<file path="src/rtl/ppt_pkg.sv">
// Shared types and constants for the pedal plausibility torque controller.
// No dependencies; used by the divider lane, the top level and the checker.
package ppt_pkg;

	localparam int SAMPLE_W  = 12;
	localparam int TRAVEL_W  = 13;
	localparam int Q_FRAC    = 12;
	localparam int LIMIT_W   = 13;
	localparam int COUNT_W   = 10;
	localparam int TORQUE_W  = 15;
	localparam int WAIT_W    = 4;
	localparam int FAULT_W   = 2;
	localparam int CFG_IDX_W = 3;
	localparam int CFG_DAT_W = 15;
	localparam int STEP_W    = 4;
	localparam int PROD_W    = TORQUE_W + TRAVEL_W;

	localparam logic [STEP_W-1:0]   STEP_LAST      = STEP_W'(TRAVEL_W - 1);
	localparam logic [SAMPLE_W-1:0] RANGE_TOP      = SAMPLE_W'((9 << SAMPLE_W) / 10);
	localparam logic [WAIT_W-1:0]   DEBOUNCE_TICKS = WAIT_W'(10);
	localparam logic [COUNT_W-1:0]  SOUNDER_TICKS  = COUNT_W'(1000);
	localparam logic [COUNT_W-1:0]  COUNT_MAX      = {COUNT_W{1'b1}};

	localparam logic [SAMPLE_W-1:0] FIRST_LOW_RST   = SAMPLE_W'(614);
	localparam logic [SAMPLE_W-1:0] FIRST_HIGH_RST  = SAMPLE_W'(2990);
	localparam logic [SAMPLE_W-1:0] SECOND_LOW_RST  = SAMPLE_W'(573);
	localparam logic [SAMPLE_W-1:0] SECOND_HIGH_RST = SAMPLE_W'(2335);
	localparam logic [LIMIT_W-1:0]  DIFF_LIMIT_RST  = LIMIT_W'(410);
	localparam logic [COUNT_W-1:0]  PERSIST_RST     = COUNT_W'(100);
	localparam logic [TORQUE_W-1:0] MAX_TORQUE_RST  = TORQUE_W'(30000);
	localparam logic [TORQUE_W-1:0] MAX_SPEED_RST   = TORQUE_W'(7500);

	typedef enum logic [CFG_IDX_W-1:0] {
		REG_FIRST_LOW     = 3'd0,
		REG_FIRST_HIGH    = 3'd1,
		REG_SECOND_LOW    = 3'd2,
		REG_SECOND_HIGH   = 3'd3,
		REG_DIFF_LIMIT    = 3'd4,
		REG_PERSIST_TICKS = 3'd5,
		REG_MAX_TORQUE    = 3'd6,
		REG_MAX_SPEED     = 3'd7
	} cfg_reg_t;

	localparam logic [FAULT_W-1:0] FAULT_NONE    = 2'd0;
	localparam logic [FAULT_W-1:0] FAULT_PERSIST = 2'd1;
	localparam logic [FAULT_W-1:0] FAULT_RANGE   = 2'd2;

	typedef enum logic [2:0] {
		ST_IDLE,
		ST_DIV,
		ST_AVG,
		ST_MUL,
		ST_DONE
	} state_t;

	typedef struct packed {
		logic start;
		logic step;
	} lane_ctl_t;

	typedef struct packed {
		lane_ctl_t lane;
		logic      avg_load;
		logic      mul_step;
		logic      commit;
		logic      busy;
	} ctl_t;

endpackage

</file>
<file path="src/rtl/ppt_div_lane.sv">
// One restoring divider lane: clamps a sensor sample to its span and produces
// Q12 travel one quotient bit per cycle. Depends on ppt_pkg.
module ppt_div_lane (
	input  logic                             clk,
	input  ppt_pkg::lane_ctl_t               ctl,
	input  logic [ppt_pkg::SAMPLE_W-1:0]     sample,
	input  logic [ppt_pkg::SAMPLE_W-1:0]     low,
	input  logic [ppt_pkg::SAMPLE_W-1:0]     high,
	output logic [ppt_pkg::TRAVEL_W-1:0]     quotient
);

	logic [ppt_pkg::SAMPLE_W-1:0] clamped;
	logic [ppt_pkg::SAMPLE_W-1:0] offset;
	logic [ppt_pkg::SAMPLE_W-1:0] span;
	logic                         empty;
	logic [ppt_pkg::SAMPLE_W:0]   trial;
	logic [ppt_pkg::SAMPLE_W:0]   trial_sub;
	logic                         fits;

	logic [ppt_pkg::SAMPLE_W-1:0] rem_q;
	logic [ppt_pkg::SAMPLE_W-1:0] div_q;
	logic [ppt_pkg::TRAVEL_W-1:0] num_q;
	logic [ppt_pkg::TRAVEL_W-1:0] quo_q;
	logic                         empty_q;

	always_comb begin
		empty = (high <= low);
		if (sample < low) begin
			clamped = low;
		end else if (sample > high) begin
			clamped = high;
		end else begin
			clamped = sample;
		end
		offset    = clamped - low;
		span      = high - low;
		trial     = {rem_q, num_q[ppt_pkg::TRAVEL_W-1]};
		fits      = (trial >= {1'b0, div_q});
		trial_sub = trial - {1'b0, div_q};
	end

	// The dividend is offset * 4096; its top bits are below the span, so seed
	// the remainder with offset >> 1 and shift in the last 13 dividend bits.
	always_ff @(posedge clk) begin
		if (ctl.start) begin
			rem_q   <= {1'b0, offset[ppt_pkg::SAMPLE_W-1:1]};
			num_q   <= {offset[0], {(ppt_pkg::TRAVEL_W-1){1'b0}}};
			div_q   <= span;
			empty_q <= empty;
			quo_q   <= '0;
		end else if (ctl.step) begin
			rem_q <= fits ? trial_sub[ppt_pkg::SAMPLE_W-1:0] : trial[ppt_pkg::SAMPLE_W-1:0];
			num_q <= {num_q[ppt_pkg::TRAVEL_W-2:0], 1'b0};
			quo_q <= {quo_q[ppt_pkg::TRAVEL_W-2:0], fits};
		end
	end

	assign quotient = empty_q ? '0 : quo_q;

endmodule

</file>
<file path="src/rtl/pedal_plausibility_torque_ctrl.sv">
// Channel   | handshake                   | payload
// input     | in_valid / in_stall (out)   | first_sample, second_sample, switch_level,
//           |                             | status_valid, status_ready
// result    | out_valid / out_stall (in)  | motor_enabled, power_ready, torque_demand,
//           |                             | speed_limit, avg_travel, sounder_on, fault
// config    | cfg_valid / cfg_ready (out) | cfg_index, cfg_data
// An item passes from accept through the two bit-serial divider lanes, an
// averaging step, the bit-serial torque multiplier and a commit step that
// updates state and loads the result register; in_stall then drops back in
// idle, where the next beat is accepted.
// The commit waits while the result register holds a beat that is stalled.
// Reset clears all tick state and loads the register defaults; cfg_ready is always high.
// Depends on ppt_pkg and ppt_div_lane.
module pedal_plausibility_torque_ctrl (
	input  logic                              clk,
	input  logic                              arst_n,
	input  logic                              in_valid,
	output logic                              in_stall,
	input  logic [ppt_pkg::SAMPLE_W-1:0]      first_sample,
	input  logic [ppt_pkg::SAMPLE_W-1:0]      second_sample,
	input  logic                              switch_level,
	input  logic                              status_valid,
	input  logic                              status_ready,
	output logic                              out_valid,
	input  logic                              out_stall,
	output logic                              motor_enabled,
	output logic                              power_ready,
	output logic [ppt_pkg::TORQUE_W-1:0]      torque_demand,
	output logic [ppt_pkg::TORQUE_W-1:0]      speed_limit,
	output logic [ppt_pkg::TRAVEL_W-1:0]      avg_travel,
	output logic                              sounder_on,
	output logic [ppt_pkg::FAULT_W-1:0]       fault,
	input  logic                              cfg_valid,
	output logic                              cfg_ready,
	input  logic [ppt_pkg::CFG_IDX_W-1:0]     cfg_index,
	input  logic [ppt_pkg::CFG_DAT_W-1:0]     cfg_data
);

	// Configuration registers
	logic [ppt_pkg::SAMPLE_W-1:0] first_low_q, first_high_q, second_low_q, second_high_q;
	logic [ppt_pkg::LIMIT_W-1:0]  diff_limit_q;
	logic [ppt_pkg::COUNT_W-1:0]  persist_ticks_q;
	logic [ppt_pkg::TORQUE_W-1:0] max_torque_q, max_speed_q;

	// Tick state
	logic                         ready_latch_q, enabled_q, prev_switch_q;
	logic [ppt_pkg::WAIT_W-1:0]   rise_wait_q, fall_wait_q;
	logic                         sounder_used_q;
	logic [ppt_pkg::COUNT_W-1:0]  sounder_count_q, persist_count_q;
	logic                         persist_running_q;

	// Sequencer and datapath
	ppt_pkg::state_t              state_q, state_d;
	ppt_pkg::ctl_t                ctl;
	logic [ppt_pkg::STEP_W-1:0]   step_q;
	logic                         step_last;
	logic                         out_free;

	logic [ppt_pkg::SAMPLE_W-1:0] s1_q, s2_q;
	logic                         level_q, stat_valid_q, stat_ready_q;
	logic [ppt_pkg::TRAVEL_W-1:0] t1, t2;
	logic [ppt_pkg::TRAVEL_W:0]   travel_sum;
	logic [ppt_pkg::TRAVEL_W-1:0] avg_q, avg_sr_q;
	logic [ppt_pkg::PROD_W-1:0]   acc_q;
	logic [ppt_pkg::TORQUE_W:0]   acc_sum;

	// Commit values
	logic                         ready_latch_d, enabled_d, sounder_used_d, persist_running_d;
	logic [ppt_pkg::WAIT_W-1:0]   rise_wait_d, fall_wait_d;
	logic [ppt_pkg::COUNT_W-1:0]  sounder_count_d, persist_count_d;
	logic [ppt_pkg::FAULT_W-1:0]  fault_d;
	logic [ppt_pkg::TRAVEL_W-1:0] diff;
	logic                         range_bad;

	// Result register
	logic                         out_valid_q, motor_enabled_q, power_ready_q, sounder_on_q;
	logic [ppt_pkg::TORQUE_W-1:0] torque_q, speed_q;
	logic [ppt_pkg::TRAVEL_W-1:0] travel_q;
	logic [ppt_pkg::FAULT_W-1:0]  fault_q;

	assign cfg_ready = 1'b1;
	assign out_free  = !out_valid_q || !out_stall;
	assign step_last = (step_q == ppt_pkg::STEP_LAST);

	ppt_div_lane u_lane_first (
		.clk      (clk),
		.ctl      (ctl.lane),
		.sample   (first_sample),
		.low      (first_low_q),
		.high     (first_high_q),
		.quotient (t1)
	);

	ppt_div_lane u_lane_second (
		.clk      (clk),
		.ctl      (ctl.lane),
		.sample   (second_sample),
		.low      (second_low_q),
		.high     (second_high_q),
		.quotient (t2)
	);

	// Next state
	always_comb begin
		state_d = state_q;
		case (state_q)
			ppt_pkg::ST_IDLE: if (in_valid) state_d = ppt_pkg::ST_DIV;
			ppt_pkg::ST_DIV:  if (step_last) state_d = ppt_pkg::ST_AVG;
			ppt_pkg::ST_AVG:  state_d = ppt_pkg::ST_MUL;
			ppt_pkg::ST_MUL:  if (step_last) state_d = ppt_pkg::ST_DONE;
			ppt_pkg::ST_DONE: if (out_free) state_d = ppt_pkg::ST_IDLE;
			default:          state_d = ppt_pkg::ST_IDLE;
		endcase
	end

	// Sequencer outputs
	always_comb begin
		ctl = '0;
		case (state_q)
			ppt_pkg::ST_IDLE: ctl.lane.start = in_valid;
			ppt_pkg::ST_DIV: begin
				ctl.lane.step = 1'b1;
				ctl.busy      = 1'b1;
			end
			ppt_pkg::ST_AVG: begin
				ctl.avg_load = 1'b1;
				ctl.busy     = 1'b1;
			end
			ppt_pkg::ST_MUL: begin
				ctl.mul_step = 1'b1;
				ctl.busy     = 1'b1;
			end
			ppt_pkg::ST_DONE: begin
				ctl.commit = out_free;
				ctl.busy   = 1'b1;
			end
			default: ctl.busy = 1'b1;
		endcase
	end

	assign in_stall = ctl.busy;

	always_ff @(posedge clk or negedge arst_n) begin
		if (!arst_n) begin
			state_q <= ppt_pkg::ST_IDLE;
			step_q  <= '0;
		end else begin
			state_q <= state_d;
			if ((ctl.lane.step || ctl.mul_step) && !step_last) begin
				step_q <= step_q + 1'b1;
			end else begin
				step_q <= '0;
			end
		end
	end

	// Item capture, average and shift-add torque multiplier
	assign travel_sum = {1'b0, t1} + {1'b0, t2};
	assign acc_sum    = {1'b0, acc_q[ppt_pkg::PROD_W-1:ppt_pkg::TRAVEL_W]}
		+ (avg_sr_q[0] ? {1'b0, max_torque_q} : '0);

	always_ff @(posedge clk) begin
		if (ctl.lane.start) begin
			s1_q         <= first_sample;
			s2_q         <= second_sample;
			level_q      <= switch_level;
			stat_valid_q <= status_valid;
			stat_ready_q <= status_ready;
		end
		if (ctl.avg_load) begin
			avg_q    <= travel_sum[ppt_pkg::TRAVEL_W:1];
			avg_sr_q <= travel_sum[ppt_pkg::TRAVEL_W:1];
			acc_q    <= '0;
		end else if (ctl.mul_step) begin
			// Advance one multiplier bit, LSB first
			avg_sr_q <= {1'b0, avg_sr_q[ppt_pkg::TRAVEL_W-1:1]};
			acc_q    <= {acc_sum, acc_q[ppt_pkg::TRAVEL_W-1:1]};
		end
	end

	// Tick state update, in the order the tick is defined
	always_comb begin
		diff = (t1 >= t2) ? (t1 - t2) : (t2 - t1);
		range_bad = (s1_q == '0) || (s2_q == '0)
			|| (s1_q >= ppt_pkg::RANGE_TOP) || (s2_q >= ppt_pkg::RANGE_TOP);

		ready_latch_d     = stat_valid_q ? stat_ready_q : ready_latch_q;
		sounder_count_d   = (sounder_count_q != '0) ? sounder_count_q - 1'b1 : sounder_count_q;
		persist_count_d   = (persist_running_q && persist_count_q != ppt_pkg::COUNT_MAX)
			? persist_count_q + 1'b1 : persist_count_q;
		persist_running_d = persist_running_q;
		enabled_d         = enabled_q;
		sounder_used_d    = sounder_used_q;
		rise_wait_d       = rise_wait_q;
		fall_wait_d       = fall_wait_q;
		fault_d           = ppt_pkg::FAULT_NONE;

		if (enabled_q) begin
			if (diff > diff_limit_q) begin
				if (persist_running_q && (persist_count_d > persist_ticks_q
					|| persist_count_d == ppt_pkg::COUNT_MAX)) begin
					fault_d   = ppt_pkg::FAULT_PERSIST;
					enabled_d = 1'b0;
				end else if (!persist_running_q) begin
					persist_running_d = 1'b1;
					persist_count_d   = '0;
				end
			end else begin
				persist_running_d = 1'b0;
				persist_count_d   = '0;
			end
			if (range_bad) begin
				fault_d   = ppt_pkg::FAULT_RANGE;
				enabled_d = 1'b0;
			end
		end

		if (rise_wait_q != '0) begin
			rise_wait_d = rise_wait_q - 1'b1;
			if (rise_wait_d == '0 && level_q && ready_latch_d) begin
				enabled_d = 1'b1;
				if (!sounder_used_q) begin
					sounder_used_d  = 1'b1;
					sounder_count_d = ppt_pkg::SOUNDER_TICKS;
				end
			end
		end
		if (fall_wait_q != '0) begin
			fall_wait_d = fall_wait_q - 1'b1;
			if (fall_wait_d == '0 && !level_q) enabled_d = 1'b0;
		end

		// Arm a debounce check on a new edge unless one of that kind is pending
		if (level_q && !prev_switch_q && rise_wait_d == '0) begin
			rise_wait_d = ppt_pkg::DEBOUNCE_TICKS;
		end
		if (!level_q && prev_switch_q && fall_wait_d == '0) begin
			fall_wait_d = ppt_pkg::DEBOUNCE_TICKS;
		end
	end

	always_ff @(posedge clk or negedge arst_n) begin
		if (!arst_n) begin
			ready_latch_q     <= 1'b0;
			enabled_q         <= 1'b0;
			prev_switch_q     <= 1'b0;
			rise_wait_q       <= '0;
			fall_wait_q       <= '0;
			sounder_used_q    <= 1'b0;
			sounder_count_q   <= '0;
			persist_count_q   <= '0;
			persist_running_q <= 1'b0;
		end else if (ctl.commit) begin
			ready_latch_q     <= ready_latch_d;
			enabled_q         <= enabled_d;
			prev_switch_q     <= level_q;
			rise_wait_q       <= rise_wait_d;
			fall_wait_q       <= fall_wait_d;
			sounder_used_q    <= sounder_used_d;
			sounder_count_q   <= sounder_count_d;
			persist_count_q   <= persist_count_d;
			persist_running_q <= persist_running_d;
		end
	end

	// Configuration registers
	always_ff @(posedge clk or negedge arst_n) begin
		if (!arst_n) begin
			first_low_q     <= ppt_pkg::FIRST_LOW_RST;
			first_high_q    <= ppt_pkg::FIRST_HIGH_RST;
			second_low_q    <= ppt_pkg::SECOND_LOW_RST;
			second_high_q   <= ppt_pkg::SECOND_HIGH_RST;
			diff_limit_q    <= ppt_pkg::DIFF_LIMIT_RST;
			persist_ticks_q <= ppt_pkg::PERSIST_RST;
			max_torque_q    <= ppt_pkg::MAX_TORQUE_RST;
			max_speed_q     <= ppt_pkg::MAX_SPEED_RST;
		end else if (cfg_valid && cfg_ready) begin
			case (ppt_pkg::cfg_reg_t'(cfg_index))
				ppt_pkg::REG_FIRST_LOW:     first_low_q     <= cfg_data[ppt_pkg::SAMPLE_W-1:0];
				ppt_pkg::REG_FIRST_HIGH:    first_high_q    <= cfg_data[ppt_pkg::SAMPLE_W-1:0];
				ppt_pkg::REG_SECOND_LOW:    second_low_q    <= cfg_data[ppt_pkg::SAMPLE_W-1:0];
				ppt_pkg::REG_SECOND_HIGH:   second_high_q   <= cfg_data[ppt_pkg::SAMPLE_W-1:0];
				ppt_pkg::REG_DIFF_LIMIT:    diff_limit_q    <= cfg_data[ppt_pkg::LIMIT_W-1:0];
				ppt_pkg::REG_PERSIST_TICKS: persist_ticks_q <= cfg_data[ppt_pkg::COUNT_W-1:0];
				ppt_pkg::REG_MAX_TORQUE:    max_torque_q    <= cfg_data[ppt_pkg::TORQUE_W-1:0];
				ppt_pkg::REG_MAX_SPEED:     max_speed_q     <= cfg_data[ppt_pkg::TORQUE_W-1:0];
				default: ;
			endcase
		end
	end

	// Result register: hold a stalled beat, load on commit
	always_ff @(posedge clk or negedge arst_n) begin
		if (!arst_n) begin
			out_valid_q <= 1'b0;
		end else if (ctl.commit) begin
			out_valid_q <= 1'b1;
		end else if (!out_stall) begin
			out_valid_q <= 1'b0;
		end
	end

	always_ff @(posedge clk) begin
		if (ctl.commit) begin
			motor_enabled_q <= enabled_d;
			power_ready_q   <= enabled_q;
			torque_q        <= enabled_q
				? acc_q[ppt_pkg::Q_FRAC+ppt_pkg::TORQUE_W-1:ppt_pkg::Q_FRAC] : '0;
			speed_q         <= max_speed_q;
			travel_q        <= enabled_q ? avg_q : '0;
			sounder_on_q    <= (sounder_count_d != '0);
			fault_q         <= fault_d;
		end
	end

	assign out_valid     = out_valid_q;
	assign motor_enabled = motor_enabled_q;
	assign power_ready   = power_ready_q;
	assign torque_demand = torque_q;
	assign speed_limit   = speed_q;
	assign avg_travel    = travel_q;
	assign sounder_on    = sounder_on_q;
	assign fault         = fault_q;

endmodule

</file>
<file path="config.mk">
export PLATFORM = sky130hd
export DESIGN_NAME = pedal_plausibility_torque_ctrl
export DESIGN_NICKNAME = d
export VERILOG_FILES = /design/src/rtl/ppt_pkg.sv /design/src/rtl/ppt_div_lane.sv /design/src/rtl/pedal_plausibility_torque_ctrl.sv
export SDC_FILE = /design/constraint.sdc
export NUM_CORES = 1
export LEC_CHECK = 0
export BUFFER_PORTS_ARGS = -buffer_cell sky130_fd_sc_hd__clkbuf_2
export CORE_UTILIZATION = 48
export DETAILED_ROUTE_END_ITERATION = 12
export PLACE_DENSITY = 0.66
export SYNTH_ARGS = -nofsm -noshare
export SYNTH_HDL_FRONTEND = slang
export SYNTH_SLANG_ARGS = --single-unit
</file>
<file path="constraint.sdc">
create_clock -name clk -period 4.6 [get_ports clk]
set_input_delay 0.46 -clock clk [delete_from_list [all_inputs] [get_ports clk]]
set_output_delay 0.46 -clock clk [all_outputs]
set_load 0.02 [all_outputs]
</file>
==> PnR_summary.wiki <==
{| class="wikitable"
! Metric !! Value
|-
| Signal arrival time at the worst endpoint || 4.95 ns
|-
| Part of the power in the clock network || 0.184
|-
| Cells after synthesis || 2160
|-
| Fraction of power spent switching nets || 0.401
|-
| Sinks on Clock Net || 337
|-
| Fill cell instance count of the final layout || 3699
|-
| Count of endpoints failing hold in the final timing report || 0
|-
| Number of cell rows || 76
|-
| Max stage delay on crit path || 0.48 ns
|-
| Global routing usage summed across all routing layers || 0.240
|-
| Comb power frac || 0.546
|-
| Number of buffers added on ports || 99
|-
| Area growth from synthesis to layout || 18.1%
|-
| Number of buffers added by the clock tree synthesis step || 39
|-
| Setup TNS || 0 ns
|-
| Measured slew at the worst slew-check pin || 1.28 ns
|-
| H-tree depth || 2
|-
| Vias in the first global route || 16500
|-
| Worst r2r dst || persist_count_q[4]
|-
| Final weighted congestion in routability-driven placement || 0.905
|-
| Number of flops mapped to enable cells by yosys || 151
|-
| Placed wire-length estimate || 39000 um
|-
| Per-cell routed wire length || 17.8 um
|-
| Post-synth top area cell || sky130_fd_sc_hd__edfxtp_1
|-
| Count of distinct cell types in the synthesized netlist || 79
|-
| X dimension of the die || 211 um
|-
| Number of antenna violations at the first check in global routing || 2
|-
| Type of the tightest min-delay check || in -> async
|-
| Pin count of the biggest net entering global routing || 106
|-
| Switching power || 7070 uW
|-
| Kind of start point of the critical path || flop
|-
| Leading cell types by total area after synthesis || sky130_fd_sc_hd__edfxtp_1 (22%), sky130_fd_sc_hd__ha_1 (12%), sky130_fd_sc_hd__dfrtp_1 (11%)
|-
| Post-detailed-placement cell area || 22800 sq um
|-
| Setup slack, reg-to-reg || 0.16 ns
|-
| Clock insertion delay at the later pin of the skew report || 0.56 ns
|-
| Maximum vdd drop || 0.459 mV
|-
| Total power || 17600 uW
|-
| Clock tree from TritonCTS || built
|-
| Type of the worst setup path || reg -> reg
|-
| Required arrival time at the worst endpoint || 5.10 ns
|-
| Initial Util || 0.487
|-
| Height of the die || 211 um
|-
| Antenna cell count || 0
|-
| Max-capacitance violation count || 0
|-
| Remaining routing DRC violations || 0
|-
| Leakage component of the power || 0.0109 uW
|-
| Fraction of final layout cells sized beyond drive strength 1 || 0.208
|-
| Ys Warns || 0
|-
| Netlist area before placement || 21000 sq um
|-
| Number of synthesized register bits || 337
|-
| Clock skew || 0.0184 ns
|-
| Post-DRT Antenna Nets || 0
|-
| Final cycle utilization of the critical path || 0.966
|-
| Dominant synthesized flop cell || sky130_fd_sc_hd__edfxtp_1
|-
| CP cell instances || buf_4 > buf_4 > nand2b_4 > ha_4 > and3_1 > nand4_1 > a31oi_1 > o21ai_1 > a21oi_2 > buf_6 > buf_4 > mux2i_1 > xor2_1 > ha_1 > nor2_1 > nor2_1 > o31ai_2 > buf_4 > a2111oi_4 > buf_4 > inv_2 > a21oi_2 > buf_6 > a22o_1
|-
| Core Area || 43100 sq um
|-
| Crit path from || u_lane_first.empty_q
|-
| Most frequently used cell type in the post-synthesis netlist || sky130_fd_sc_hd__nand2_1
|-
| Vias after detailed routing || 16600
|-
| Buf+Inv Stages, Crit Path || 8
|-
| Total number of nets in the final design || 2629
|-
| Final Max Tran Viols || 0
|-
| Setup repair after global routing missed its margin || yes
|-
| Worst flop-to-flop path startpoint || u_lane_first.empty_q
|-
| Die Outline Area || 44600 sq um
|-
| Total grt overflow || 0
|-
| WL final || 53000 um
|-
| Clock tree root driver cell || sky130_fd_sc_hd__clkbuf_16
|-
| Sequential power share || 0.271
|-
| Worst Setup End Kind || flop
|-
| Tightest hold margin || 0.0337 ns
|-
| Top cell type's share of synthesized area || 0.216
|-
| Maximum clock insertion buffer count || 3
|-
| Biggest fanout along the worst timing path || 7
|-
| R2R depth || 24
|-
| Cell area after layout || 24800 sq um
|-
| Critical Path Most Common Cell || sky130_fd_sc_hd__buf_4
|-
| Detailed-router iteration count before antenna repair || 8
|-
| Initial detailed-routing violation count || 917
|-
| Via count normalized by instance count || 5.57
|-
| Run status || finished, final reports clean
|-
| Share of flip-flops with an asynchronous set or reset after synthesis || 0.421
|-
| Maximum clock frequency || 0.225 GHz
|-
| First-pass GRT wire length || 84900 um
|-
| Cell class contributing the biggest share of worst-path delay || buffers and inverters
|-
| Sequential area share after synthesis || 0.430
|-
| Crit path max-delay cell type || sky130_fd_sc_hd__edfxtp_1
|-
| Crit path time final || 4.44 ns
|-
| P per Cell Area || 711 nW/um^2
|-
| Avg Synthesized Cell Area || 9.71 sq um
|-
| Synthesized Nets || 2420
|-
| Count of pins on the block boundary || 101
|-
| Pint || 10600 uW
|-
| Number of failing setup endpoints in the final timing report || 0
|-
| Register clock-pin slew on the reported worst setup and hold paths || 0.06 ns
|-
| Worst slew margin relative to its limit || 0.142
|-
| Synth top cells by count || sky130_fd_sc_hd__nand2_1 (248), sky130_fd_sc_hd__ha_1 (200), sky130_fd_sc_hd__inv_1 (183), sky130_fd_sc_hd__edfxtp_1 (151), sky130_fd_sc_hd__o21ai_0 (151)
|}
==> worst register-to-register path, cell delays in order, from the launching register on <==
cell	delay, ns
sky130_fd_sc_hd__edfxtp_1	0.48
sky130_fd_sc_hd__buf_4	0.19
sky130_fd_sc_hd__buf_4	0.15
sky130_fd_sc_hd__nand2b_4	0.15
sky130_fd_sc_hd__ha_4	0.27
sky130_fd_sc_hd__and3_1	0.19
sky130_fd_sc_hd__nand4_1	0.11
sky130_fd_sc_hd__a31oi_1	0.19
sky130_fd_sc_hd__o21ai_1	0.11
sky130_fd_sc_hd__a21oi_2	0.19
sky130_fd_sc_hd__buf_6	0.16
sky130_fd_sc_hd__buf_4	0.15
sky130_fd_sc_hd__mux2i_1	0.24
sky130_fd_sc_hd__xor2_1	0.24
sky130_fd_sc_hd__ha_1	0.23
sky130_fd_sc_hd__nor2_1	0.06
sky130_fd_sc_hd__nor2_1	0.12
sky130_fd_sc_hd__o31ai_2	0.08
sky130_fd_sc_hd__buf_4	0.15
sky130_fd_sc_hd__a2111oi_4	0.30
sky130_fd_sc_hd__buf_4	0.20
sky130_fd_sc_hd__inv_2	0.05
sky130_fd_sc_hd__a21oi_2	0.13
sky130_fd_sc_hd__buf_6	0.15
sky130_fd_sc_hd__a22o_1	0.13
==> worst max-delay path by stage <==
| stage | endpoint | depth (start not counted) |
|---|---|---|
| after floorplan | persist_count_q[6] | 21 |
| after global placement | persist_count_q[7] | 23 |
| after detailed placement | persist_count_q[7] | 23 |
| after CTS | persist_count_q[4] | 22 |
| after global routing | persist_count_q[2] | 25 |
| final | persist_count_q[4] | 24 |
==> cell families after synthesis <==
| group | after synthesis | synth area share |
|---|---|---|
| buffers and inverters | 249 | 0.0454 |
| DFF | 337 | 0.430 |
| muxes | 111 | 0.0568 |
| xor gates and xnor gates | 92 | 0.0384 |
| and+or+nand+nor | 675 | 0.153 |
| adders and majority gates | 211 | 0.129 |
| AOI/OAI and AO/OA | 484 | 0.147 |
| other | 1 | 0.000179 |
==> cells in the final DEF, fill, tap and decap left out, types with 8 or more instances in the layout <==
| master | Yosys | final |
|---|---|---|
| sky130_fd_sc_hd__a211oi_1 | 12 | 12 |
| sky130_fd_sc_hd__a21o_1 | 24 | 24 |
| sky130_fd_sc_hd__a21oi_1 | 124 | 111 |
| sky130_fd_sc_hd__a21oi_2 | 0 | 13 |
| sky130_fd_sc_hd__a31oi_1 | 23 | 23 |
| sky130_fd_sc_hd__and2_1 | 50 | 50 |
| sky130_fd_sc_hd__buf_4 | 2 | 130 |
| sky130_fd_sc_hd__clkbuf_16 | 0 | 41 |
| sky130_fd_sc_hd__clkbuf_2 | 0 | 98 |
| sky130_fd_sc_hd__dfrtp_1 | 94 | 94 |
| sky130_fd_sc_hd__dfstp_2 | 48 | 48 |
| sky130_fd_sc_hd__dfxtp_1 | 44 | 44 |
| sky130_fd_sc_hd__edfxtp_1 | 151 | 151 |
| sky130_fd_sc_hd__fa_1 | 10 | 8 |
| sky130_fd_sc_hd__ha_1 | 200 | 188 |
| sky130_fd_sc_hd__ha_4 | 0 | 9 |
| sky130_fd_sc_hd__inv_1 | 183 | 176 |
| sky130_fd_sc_hd__mux2_2 | 60 | 60 |
| sky130_fd_sc_hd__mux2i_1 | 50 | 49 |
| sky130_fd_sc_hd__nand2_1 | 248 | 246 |
| sky130_fd_sc_hd__nand2b_1 | 44 | 36 |
| sky130_fd_sc_hd__nand2b_4 | 0 | 8 |
| sky130_fd_sc_hd__nand3_1 | 59 | 59 |
| sky130_fd_sc_hd__nand4_1 | 23 | 23 |
| sky130_fd_sc_hd__nor2_1 | 124 | 124 |
| sky130_fd_sc_hd__nor2b_1 | 36 | 30 |
| sky130_fd_sc_hd__nor3_1 | 39 | 37 |
| sky130_fd_sc_hd__o211ai_1 | 10 | 10 |
| sky130_fd_sc_hd__o21a_1 | 23 | 23 |
| sky130_fd_sc_hd__o21ai_0 | 151 | 140 |
| sky130_fd_sc_hd__o21bai_1 | 10 | 10 |
| sky130_fd_sc_hd__o31ai_1 | 19 | 17 |
| sky130_fd_sc_hd__or3_1 | 13 | 13 |
| sky130_fd_sc_hd__xnor2_1 | 59 | 59 |
| sky130_fd_sc_hd__xor2_1 | 33 | 33 |
==> layer usage <==
layer	routed length, um	share of wire	GRT usage	vias to the layer above
li1	-	-	-	8101
met1	24100	0.45	0.315	8054
met2	25200	0.48	0.414	391
met3	2420	0.046	0.0272	78
met4	1340	0.025	0.0767	0
met5	0	0	0	-
==> power by group through the flow <==
stage	sequential [uW]	clock, uW	combinational, uW
after CTS	4760	3310	8900
after floorplan	4660	0	6210
after global routing	4880	3410	10700
final	4780	3240	9620
after global placement	4790	0	8370
after detailed placement	4810	0	8620
==> registers in the layout (all words and copies together), names as in the netlist, 12 cells and up <==
signal / cells
avg_q: 13
acc_q: 16
first_high_q: 12
avg_sr_q: 13
torque_demand: 15
second_low_q: 12
u_lane_second.quo_q: 13
u_lane_second.div_q: 12
diff_limit_q: 13
u_lane_second.rem_q: 12
u_lane_first.div_q: 12
u_lane_first.rem_q: 12
second_high_q: 12
avg_travel: 13
max_speed_q: 15
s2_q: 12
speed_limit: 15
first_low_q: 12
s1_q: 12
max_torque_q: 15
u_lane_first.quo_q: 13
==> what timing repair did <==
action / in CTS / in global routing
resized for setup: 17 / 80
setup buffers: 1 / 22
hold buffers: 0 / 0
setup endpoints to repair: 14 / 20
gates cloned: 0 / 0
pin swaps: 5 / 51
==> metrics by stage <==
stage / setup WS [ns] / utilization / cells
floorplan: 0.0242 / - / 2160
global placement: -0.290 / 0.530 / 2891
detailed placement: -0.415 / 0.530 / 2891
CTS: 0.0102 / 0.563 / 2964
global route: -0.0807 / 0.575 / 2985
finish: 0.156 / 0.575 / 2985
==> final cells by class <==
cell class	instances	area [sq um]	share of cell area
clock buffers	48	1070	0.0433
flip-flops and latches	337	9030	0.364
inverters	183	689	0.0278
repair buffers	234	1530	0.0619
multi-input cells	1574	11500	0.462
well taps	585	732	0.0295
clock inverters	24	273	0.0110
No activity file was read; power rests on OpenSTA's default activity.
